[src/hdl/bzrf_pkg.sv]
// Shared definitions for the bitmap zero-run finder: sizes, state and select codes,
// and the controller/datapath command and status bundles.
// No dependencies.
package bzrf_pkg;

	localparam int MAP_WORDS = 64;
	localparam int WORD_W    = 64;
	localparam int WADDR_W   = $clog2(MAP_WORDS);
	localparam int OFF_W     = $clog2(WORD_W);
	localparam int BIT_W     = 12;
	localparam int POS_W     = 13;
	localparam int END_W     = 14;
	localparam int MASK_W    = 12;

	localparam logic [POS_W-1:0] MAP_CAP = POS_W'(MAP_WORDS * WORD_W);

	localparam logic REQ_WRITE  = 1'b0;
	localparam logic REQ_SEARCH = 1'b1;

	typedef enum logic [2:0] {
		ST_IDLE,
		ST_ZERO,
		ST_ALIGN,
		ST_CHECK,
		ST_SCAN
	} state_t;

	typedef enum logic [2:0] {
		PTR_HOLD,
		PTR_START,
		PTR_NEXT_WORD,
		PTR_RESTART,
		PTR_IDX
	} ptr_sel_t;

	typedef enum logic [1:0] {
		POS_HOLD,
		POS_ZERO,
		POS_SIZE
	} pos_sel_t;

	typedef enum logic [1:0] {
		RES_NONE,
		RES_WRITE,
		RES_FAIL,
		RES_OK
	} res_sel_t;

	typedef struct packed {
		logic     load_req;
		logic     wr_en;
		ptr_sel_t ptr_sel;
		pos_sel_t pos_sel;
		logic     idx_ld;
		res_sel_t res_sel;
	} cmd_t;

	typedef struct packed {
		logic start_past;
		logic zero_done;
		logic set_hit;
		logic restart_past;
		logic scan_done;
		logic end_over;
		logic run_empty;
	} sts_t;

	// Lowest set bit of a word: {found, offset}.
	function automatic logic [OFF_W:0] lowest_one(input logic [WORD_W-1:0] v);
		logic [OFF_W:0] r;
		r = '0;
		for (int i = WORD_W - 1; i >= 0; i--) begin
			if (v[i]) begin
				r = {1'b1, OFF_W'(i)};
			end
		end
		return r;
	endfunction

endpackage

[src/hdl/bitmap_zero_run_finder_unit.sv]
// Top level of the bitmap zero-run finder.
// Depends on bzrf_pkg, bzrf_ctrl and bzrf_dp.
//
// Usage: requests arrive as beats on the req channel (req_valid/req_ready).
// A write beat (req_type 0) replaces bitmap word word_addr with word_data; a
// search beat (req_type 1) looks for run_length zero bits starting at or after
// start_bit, with the start rounded up by round_mask. Every request gives one
// beat on the res channel (res_valid/res_ready): position and fits.
// The map size used by searches is set through cfg_wr_en/cfg_wr_data, which
// takes effect at once and must only be written while the block is idle.
// A write answers in the cycle after its beat is taken. A search reads one
// 64-bit bitmap word per cycle through the single memory read port while it
// scans; every rounding pass (one at the start and one after every set bit
// that breaks a candidate run) goes through the ALIGN and CHECK states. Each
// restart searches for the next zero bit unless it lies past the map size,
// rounds the candidate up and then scans the words of the new run.
// Only one request is worked on at a time. A result waits in the output
// register while res_ready is low; a new request is taken in the same cycle
// that the waiting result is taken, but not before.
// Reset clears the whole bitmap to zero and sets the map size to 4096 bits.
module bitmap_zero_run_finder_unit (
	input  logic                          clk,
	input  logic                          arst_n,
	input  logic                          cfg_wr_en,
	input  logic [bzrf_pkg::POS_W-1:0]    cfg_wr_data,
	input  logic                          req_valid,
	output logic                          req_ready,
	input  logic                          req_type,
	input  logic [bzrf_pkg::WADDR_W-1:0]  word_addr,
	input  logic [bzrf_pkg::WORD_W-1:0]   word_data,
	input  logic [bzrf_pkg::BIT_W-1:0]    start_bit,
	input  logic [bzrf_pkg::POS_W-1:0]    run_length,
	input  logic [bzrf_pkg::MASK_W-1:0]   round_mask,
	output logic                          res_valid,
	input  logic                          res_ready,
	output logic [bzrf_pkg::END_W-1:0]    position,
	output logic                          fits
);
	import bzrf_pkg::*;

	cmd_t cmd;
	sts_t sts;

	// The controller sequences the search; all bit positions live in the datapath.
	bzrf_ctrl u_ctrl (
		.clk       (clk),
		.arst_n    (arst_n),
		.req_valid (req_valid),
		.req_ready (req_ready),
		.req_type  (req_type),
		.res_valid (res_valid),
		.res_ready (res_ready),
		.sts       (sts),
		.cmd       (cmd)
	);

	bzrf_dp u_dp (
		.clk         (clk),
		.arst_n      (arst_n),
		.cfg_wr_en   (cfg_wr_en),
		.cfg_wr_data (cfg_wr_data),
		.word_addr   (word_addr),
		.word_data   (word_data),
		.start_bit   (start_bit),
		.run_length  (run_length),
		.round_mask  (round_mask),
		.cmd         (cmd),
		.sts         (sts),
		.position    (position),
		.fits        (fits)
	);

endmodule

[src/hdl/bzrf_ctrl.sv]
// Sequencing state machine of the bitmap zero-run finder.
// Depends on bzrf_pkg; drives the datapath through cmd_t and reads sts_t back.
module bzrf_ctrl (
	input  logic          clk,
	input  logic          arst_n,
	input  logic          req_valid,
	output logic          req_ready,
	input  logic          req_type,
	output logic          res_valid,
	input  logic          res_ready,
	input  bzrf_pkg::sts_t sts,
	output bzrf_pkg::cmd_t cmd
);
	import bzrf_pkg::*;

	state_t state_q;
	state_t state_d;
	logic   res_valid_q;

	always_ff @(posedge clk or negedge arst_n) begin
		if (!arst_n) begin
			state_q     <= ST_IDLE;
			res_valid_q <= 1'b0;
		end else begin
			state_q <= state_d;
			if (cmd.res_sel != RES_NONE) begin
				res_valid_q <= 1'b1;
			end else if (res_ready) begin
				res_valid_q <= 1'b0;
			end
		end
	end

	always_comb begin
		state_d     = state_q;
		req_ready   = 1'b0;
		cmd.load_req = 1'b0;
		cmd.wr_en    = 1'b0;
		cmd.ptr_sel  = PTR_HOLD;
		cmd.pos_sel  = POS_HOLD;
		cmd.idx_ld   = 1'b0;
		cmd.res_sel  = RES_NONE;
		unique case (state_q)
			ST_IDLE: begin
				req_ready = !res_valid_q || res_ready;
				if (req_valid && req_ready) begin
					if (req_type == REQ_WRITE) begin
						cmd.wr_en   = 1'b1;
						cmd.res_sel = RES_WRITE;
					end else begin
						cmd.load_req = 1'b1;
						cmd.ptr_sel  = PTR_START;
						if (sts.start_past) begin
							cmd.pos_sel = POS_SIZE;
							state_d     = ST_ALIGN;
						end else begin
							state_d = ST_ZERO;
						end
					end
				end
			end
			ST_ZERO: begin
				if (sts.zero_done) begin
					cmd.pos_sel = POS_ZERO;
					state_d     = ST_ALIGN;
				end else begin
					cmd.ptr_sel = PTR_NEXT_WORD;
				end
			end
			ST_ALIGN: begin
				cmd.idx_ld = 1'b1;
				state_d    = ST_CHECK;
			end
			ST_CHECK: begin
				if (sts.end_over) begin
					cmd.res_sel = RES_FAIL;
					state_d     = ST_IDLE;
				end else if (sts.run_empty) begin
					cmd.res_sel = RES_OK;
					state_d     = ST_IDLE;
				end else begin
					cmd.ptr_sel = PTR_IDX;
					state_d     = ST_SCAN;
				end
			end
			ST_SCAN: begin
				if (sts.set_hit) begin
					cmd.ptr_sel = PTR_RESTART;
					if (sts.restart_past) begin
						cmd.pos_sel = POS_SIZE;
						state_d     = ST_ALIGN;
					end else begin
						state_d = ST_ZERO;
					end
				end else if (sts.scan_done) begin
					cmd.res_sel = RES_OK;
					state_d     = ST_IDLE;
				end else begin
					cmd.ptr_sel = PTR_NEXT_WORD;
				end
			end
			default: begin
				state_d = ST_IDLE;
			end
		endcase
	end

	assign res_valid = res_valid_q;

endmodule

[src/hdl/bzrf_dp.sv]
// Datapath of the bitmap zero-run finder: bitmap memory, search pointers,
// word examination logic, map size register and result register.
// Depends on bzrf_pkg; controlled by bzrf_ctrl.
module bzrf_dp (
	input  logic                              clk,
	input  logic                              arst_n,
	input  logic                              cfg_wr_en,
	input  logic [bzrf_pkg::POS_W-1:0]        cfg_wr_data,
	input  logic [bzrf_pkg::WADDR_W-1:0]      word_addr,
	input  logic [bzrf_pkg::WORD_W-1:0]       word_data,
	input  logic [bzrf_pkg::BIT_W-1:0]        start_bit,
	input  logic [bzrf_pkg::POS_W-1:0]        run_length,
	input  logic [bzrf_pkg::MASK_W-1:0]       round_mask,
	input  bzrf_pkg::cmd_t                    cmd,
	output bzrf_pkg::sts_t                    sts,
	output logic [bzrf_pkg::END_W-1:0]        position,
	output logic                              fits
);
	import bzrf_pkg::*;

	logic [WORD_W-1:0]    mem [MAP_WORDS];
	logic [MAP_WORDS-1:0] wvalid_q;
	logic [WORD_W-1:0]    rd_data_q;
	logic                 rd_vld_q;

	logic [POS_W-1:0]  size_q;
	logic [POS_W-1:0]  ptr_q;
	logic [POS_W-1:0]  ptr_d;
	logic [POS_W-1:0]  pos_q;
	logic [POS_W-1:0]  idx_q;
	logic [END_W-1:0]  end_q;
	logic [POS_W-1:0]  nr_q;
	logic [MASK_W-1:0] mask_q;
	logic [END_W-1:0]  position_q;
	logic              fits_q;

	logic [WORD_W-1:0]  word;
	logic [WORD_W-1:0]  lo_mask;
	logic [WORD_W-1:0]  hi_mask;
	logic [OFF_W:0]     zero_enc;
	logic [OFF_W:0]     set_enc;
	logic [POS_W-1:0]   next_base;
	logic [POS_W-1:0]   zero_pos;
	logic [POS_W-1:0]   zpos;
	logic [POS_W-1:0]   restart_pos;
	logic [POS_W-1:0]   aligned;
	logic [END_W-1:0]   end_sum;
	logic [WADDR_W-1:0] cur_word;

	// Map size register, clamped to the storage on write.
	always_ff @(posedge clk or negedge arst_n) begin
		if (!arst_n) begin
			size_q <= MAP_CAP;
		end else if (cfg_wr_en) begin
			size_q <= (cfg_wr_data > MAP_CAP) ? MAP_CAP : cfg_wr_data;
		end
	end

	// Bitmap storage. Words never written read as zero through their valid bit.
	always_ff @(posedge clk) begin
		if (cmd.wr_en) begin
			mem[word_addr] <= word_data;
		end
		rd_data_q <= mem[ptr_d[BIT_W-1:OFF_W]];
	end

	always_ff @(posedge clk or negedge arst_n) begin
		if (!arst_n) begin
			wvalid_q <= '0;
			rd_vld_q <= 1'b0;
		end else begin
			if (cmd.wr_en) begin
				wvalid_q[word_addr] <= 1'b1;
			end
			rd_vld_q <= wvalid_q[ptr_d[BIT_W-1:OFF_W]];
		end
	end

	assign word     = rd_vld_q ? rd_data_q : '0;
	assign cur_word = ptr_q[BIT_W-1:OFF_W];

	// Examination of the word under the pointer.
	assign lo_mask  = {WORD_W{1'b1}} << ptr_q[OFF_W-1:0];
	assign hi_mask  = (end_q[END_W-1:OFF_W] == (END_W-OFF_W)'(cur_word))
		? ~({WORD_W{1'b1}} << end_q[OFF_W-1:0]) : {WORD_W{1'b1}};
	assign zero_enc = lowest_one(~word & lo_mask);
	assign set_enc  = lowest_one(word & lo_mask & hi_mask);

	assign next_base   = {(POS_W-OFF_W)'(cur_word) + (POS_W-OFF_W)'(1), {OFF_W{1'b0}}};
	assign zero_pos    = {1'b0, cur_word, zero_enc[OFF_W-1:0]};
	assign zpos        = (zero_enc[OFF_W] && (zero_pos < size_q)) ? zero_pos : size_q;
	assign restart_pos = {1'b0, cur_word, set_enc[OFF_W-1:0]} + POS_W'(1);

	assign aligned = (pos_q + {1'b0, mask_q}) & ~{1'b0, mask_q};
	assign end_sum = {1'b0, idx_q} + {1'b0, nr_q};

	assign sts.start_past   = {1'b0, start_bit} >= size_q;
	assign sts.zero_done    = zero_enc[OFF_W] || (next_base >= size_q);
	assign sts.set_hit      = set_enc[OFF_W];
	assign sts.restart_past = restart_pos >= size_q;
	assign sts.scan_done    = {1'b0, next_base} >= end_q;
	assign sts.end_over     = end_sum > {1'b0, size_q};
	assign sts.run_empty    = (nr_q == '0);

	always_comb begin
		unique case (cmd.ptr_sel)
			PTR_START:     ptr_d = {1'b0, start_bit};
			PTR_NEXT_WORD: ptr_d = next_base;
			PTR_RESTART:   ptr_d = restart_pos;
			PTR_IDX:       ptr_d = idx_q;
			default:       ptr_d = ptr_q;
		endcase
	end

	always_ff @(posedge clk) begin
		ptr_q <= ptr_d;
		end_q <= end_sum;
		if (cmd.load_req) begin
			nr_q   <= run_length;
			mask_q <= round_mask;
		end
		unique case (cmd.pos_sel)
			POS_ZERO: pos_q <= zpos;
			POS_SIZE: pos_q <= size_q;
			default:  pos_q <= pos_q;
		endcase
		if (cmd.idx_ld) begin
			idx_q <= aligned;
		end
		unique case (cmd.res_sel)
			RES_WRITE: begin
				position_q <= '0;
				fits_q     <= 1'b0;
			end
			RES_FAIL: begin
				position_q <= end_sum;
				fits_q     <= 1'b0;
			end
			RES_OK: begin
				position_q <= {1'b0, idx_q};
				fits_q     <= 1'b1;
			end
			default: begin
				position_q <= position_q;
				fits_q     <= fits_q;
			end
		endcase
	end

	assign position = position_q;
	assign fits     = fits_q;

endmodule

[config.mk]
export PLATFORM = sky130hd
export DESIGN_NAME = bitmap_zero_run_finder_unit
export DESIGN_NICKNAME = d
export VERILOG_FILES = /design/src/hdl/bzrf_pkg.sv /design/src/hdl/bitmap_zero_run_finder_unit.sv /design/src/hdl/bzrf_ctrl.sv /design/src/hdl/bzrf_dp.sv
export SDC_FILE = /design/constraint.sdc
export NUM_CORES = 2
export LEC_CHECK = 0
export BUFFER_PORTS_ARGS = -buffer_cell sky130_fd_sc_hd__buf_2
export CORE_ASPECT_RATIO = 1.5
export CORE_MARGIN = 5
export CORE_UTILIZATION = 35
export DETAILED_ROUTE_END_ITERATION = 8
export PLACE_DENSITY = 0.6
export SYNTH_ARGS = -nofsm -noshare
export SYNTH_HDL_FRONTEND = slang
export SYNTH_SLANG_ARGS = --single-unit
[constraint.sdc]
create_clock -name clk -period 8.9 [get_ports clk]
set_input_delay 1.335 -clock clk [delete_from_list [all_inputs] [get_ports clk]]
set_output_delay 1.335 -clock clk [all_outputs]
set_load 0.02 [all_outputs]
==> out/results.md <==
| Quantity | This run | Unit |
| --- | --- | --- |
| Fraction of layout cells with a size suffix above 1 | 0.108 | - |
| I/O pin cnt | 143 | - |
| Result of the run | finished, final reports clean | - |
| Non-filler cells in the finished layout | 20775 | - |
| Final Wtd Congestion | 0.942 | - |
| Minimum period implied by the final worst setup slack | 8.23 | ns |
| Via count normalized by instance count | 5.77 | - |
| Placed cell count | 20043 | - |
| Proportion of synthesized chip area in sequential cells | 0.726 | - |
| Final setup fails | 0 | - |
| Cell area after synthesis | 0.178 | mm^2 |
| Largest cells by area after synthesis | edfxtp_1 70%, nand2_1 8.2%, nand3_1 3.2%, and3_1 1.7%, a311oi_1 1.5% | - |
| Hold-fix buffers, CTS | 0 | - |
| Global-route wire length before repair | 868000 | um |
| Number of search-and-repair iterations in the first detailed-routing pass | 8 | - |
| Crit path capture type | flop | - |
| Max FO, Critical Path | 70 | - |
| Via count | 119840 | - |
| Worst setup SP type | flop | - |
| Area growth from synthesis to layout | 13.0 | % |
| Iter 0 DRT Violations | 15237 | - |
| Clock Skews | 0.0912 | ns |
| Clock latency on the worst-skew pair | 1.03 | ns |
| EDFF count, synth | 4168 | - |
| Number of violations of the max-capacitance limit | 0 | - |
| Syn_area_per_cell | 13.1 | um^2 |
| Power, Total | 79.3 | mW |
| Number of slew-limit violations in the final report | 0 | - |
| Peak ir drop on the vdd network | 471 | uV |
| Count of unique library cells instantiated by Yosys | 107 | - |
| Critical Setup Path Class | reg2reg | - |
| Sum of net half-perimeters after detailed placement | 350000 | um |
| Headroom to the max-slew limit | 0.111 | - |
| Setup_tns | 0 | ns |
| Dominant synthesized flop cell | edfxtp_1 | - |
| Cell Pwr Density | 395 | mW/mm^2 |
| Share of the cycle needed by the critical path after routing | 0.925 | - |
| Critical Path AT | 9.20 | ns |
| Required time at the endpoint of the critical path | 9.87 | ns |
| Yosys top cell by area | edfxtp_1 | - |
| Clock root buffer master | clkbuf_16 | - |
| Total routing resource utilization after global routing | 0.232 | - |
| Synthesis warning total | 0 | - |
| Transition time of the tightest slew-check pin | 1.33 | ns |
| Average wire per cell in the routed design | 30.2 | um |
| Synth Instances | 13561 | - |
| Post-Route WL | 628000 | um |
| Net count reported at finish | 13888 | - |
| Die Ht | 882 | um |
| Number of buffers added on ports | 142 | - |
| Row cnt | 320 | - |
| Worst hold-check slack | 0.285 | ns |
| Overall overflow remaining after global route | 0 | - |
| CTS H-Tree Depth | 5 | - |
| Setup fix buffers added after clock tree synthesis | 0 | - |
| Min-Delay Path Class | in2async | - |
| Async S/R FF share, synth | 0.0189 | - |
| Area of the die | 0.522 | mm^2 |
| Post-CTS sizing | 0 | - |
| Number of global-route vias before repair | 113433 | - |
| Clock net sink count | 4334 | - |
| TritonCTS clock tree | built | - |
| Leakage power figure | 68.4 | nW |
| Final ANT Viol Nets | 0 | - |
| Core region area | 0.506 | mm^2 |
| Total of flip-flops plus latches after synthesis | 4334 | - |
| Detailed-route DRC error count | 0 | - |
| Initial antenna violation count | 62 | - |
| Starting density of the core | 0.351 | - |
| Number of buffers added by the clock tree synthesis step | 387 | - |
| Endpoints failing hold | 0 | - |
| Final Util | 0.397 | - |
| Unrepaired setup endpoints after global routing | no | - |
| Clock slew seen by the registers of the worst setup and hold paths | 0.07 | ns |
| Max Buffers Root-to-Sink | 4 | - |
| Maximum frequency from static timing analysis | 122 | MHz |
| Die X | 592 | um |
| Mapped Nets | 13779 | - |
| Proportion of netlist area held by the largest area contributor | 0.705 | - |
| Largest net degree at the start of global routing | 165 | - |
-- worst max-delay path: stages (launching register included) --
cell and delay, ns:
edfxtp_1 0.45, ha_1 0.35, a211o_1 0.31, a2111oi_0 0.75, nor2_1 0.15, o21ai_0 0.22, nand2b_1 0.08, a21oi_1 0.18
xnor2_1 0.24, ha_1 0.33, and4_1 0.20, a2111oi_0 0.36, o21ai_0 0.15, a21oi_1 0.19, nor2_1 0.09, nor3b_1 0.20
buf_4 0.23, nor3_1 0.09, and2_2 0.28, a211oi_2 0.29, and2_4 0.51, inv_16 0.21, buf_12 0.29, a221oi_1 0.50
o31ai_1 0.14, nor4_1 0.86, buf_4 0.23, o221a_2 0.19
-- Yosys cell counts (all sizes together) (16+ instances only) --
master   number
o21bai       16
o22ai        94
edfxtp     4168
mux2i        71
a311oi      313
nand2      3883
a221oi       41
or2          82
mux4         64
xnor2        28
a211oi       52
a311o        31
nor2        232
nor2b        20
nand4        46
nand3      1139
a21oi       313
a21o         43
a31o         22
a22o         22
nor3         47
a31oi       360
dfrtp        81
or3          24
nand2b       25
clkbuf      234
o211ai       31
and3        484
buf         667
a2111oi      54
ha           90
nor4         86
and2         23
a22oi        80
a32oi        28
o211a        19
o21ai       150
o31ai        26
inv          63
o21a         27
dfxtp        84
-- layout make-up --
type,count,area [um^2]
inverters,63,284
well taps,6762,8460
repair buffers,621,5950
fillers,47018,305000
clock inverters,206,2180
multi-input cells,8263,44400
flip-flops and latches,4334,129000
diodes,24,60.1
clock buffers,502,10500
-- logic make-up after synthesis --
group / count (synthesis) / share of synthesized area
adder cells (fa/ha/maj): 92 / 0.00657
XOR/XNOR: 38 / 0.00192
AND/OR/NAND/NOR: 6148 / 0.152
flip-flops: 4334 / 0.726
multiplexers: 149 / 0.0130
buffers and inverters: 964 / 0.0276
AO/OA/AOI/OAI: 1836 / 0.0733
-- state kept, by name (all words and copies together) (netlist names), 3 cells and up --
name and flops:
u_dp.end_q 14, u_ctrl.state_q 3, u_dp.nr_q 13, u_dp.mem 4096, u_dp.position 14, u_dp.size_q 13
u_dp.ptr_q 12, u_dp.wvalid_q 64, u_dp.rd_data_q 64, u_dp.mask_q 12, u_dp.pos_q 13, u_dp.idx_q 13
-- worst paths after layout --
check,start,endpoint,slack [ns],cells past startpoint
max in group asynchronous,arst_n,u_dp.rd_vld_q$_DFF_PN0_,7.20,2
worst max-delay path,u_dp.nr_q[1]$_DFFE_PP_,u_dp.rd_data_q[22]$_DFF_P_,0.67,27
worst min-delay path,arst_n,u_dp.wvalid_q[52]$_DFFE_PN0P_,0.28,1
worst max register to register,u_dp.nr_q[1]$_DFFE_PP_,u_dp.rd_data_q[22]$_DFF_P_,0.67,27
worst min register to register,u_dp.wvalid_q[56]$_DFFE_PN0P_,u_dp.wvalid_q[56]$_DFFE_PN0P_,0.47,1
min in group clk,u_dp.wvalid_q[56]$_DFFE_PN0P_,u_dp.wvalid_q[56]$_DFFE_PN0P_,0.47,1
-- cell usage in the layout, fill, tap and decap left out, types with 50 or more instances in the layout --
cell type / instances
a2111oi_0: 52
a211oi_1: 50
and3_1: 482
dfrtp_1: 80
a311oi_1: 313
mux4_2: 64
or2_2: 81
clkinv_2: 70
inv_1: 57
dfxtp_1: 84
nor2_1: 158
nor2_4: 69
buf_4: 349
clkbuf_1: 89
nand2_1: 3879
o21ai_0: 143
a31oi_1: 360
buf_12: 131
buf_2: 141
nor4_1: 81
mux2i_1: 70
nand3_1: 1136
clkinv_1: 55
ha_1: 90
a21oi_1: 311
o22ai_1: 94
clkbuf_16: 395
edfxtp_1: 4168
a22oi_1: 80
-- power breakdown --
part / total, mW / leakage [nW] / switching, mW / internal (mW)
registers: 23.9 / 39.3 / 0.936 / 22.9
clock network: 17.1 / 6.18 / 7.62 / 9.45
logic: 38.3 / 22.9 / 26.2 / 12.1
total: 79.3 / 68.4 / 34.8 / 44.5
-- metal layers --
| layer | vias to the layer above | GRT usage | part of all wire |
|---|---|---|---|
| li1 | 50801 | - | - |
| met1 | 60938 | 0.281 | 0.36 |
| met2 | 6481 | 0.386 | 0.48 |
| met3 | 1608 | 0.0380 | 0.090 |
| met4 | 12 | 0.145 | 0.075 |
| met5 | - | 0 | 0.00012 |
-- stage by stage --
stage	area [um^2]	worst slack, ns
finish	201000	0.670
global route	201000	0.177
CTS	201000	0.780
detailed placement	188000	0.831
global placement	188000	0.619
floorplan	178000	1.97
No activity file was read; power rests on OpenSTA's default activity.
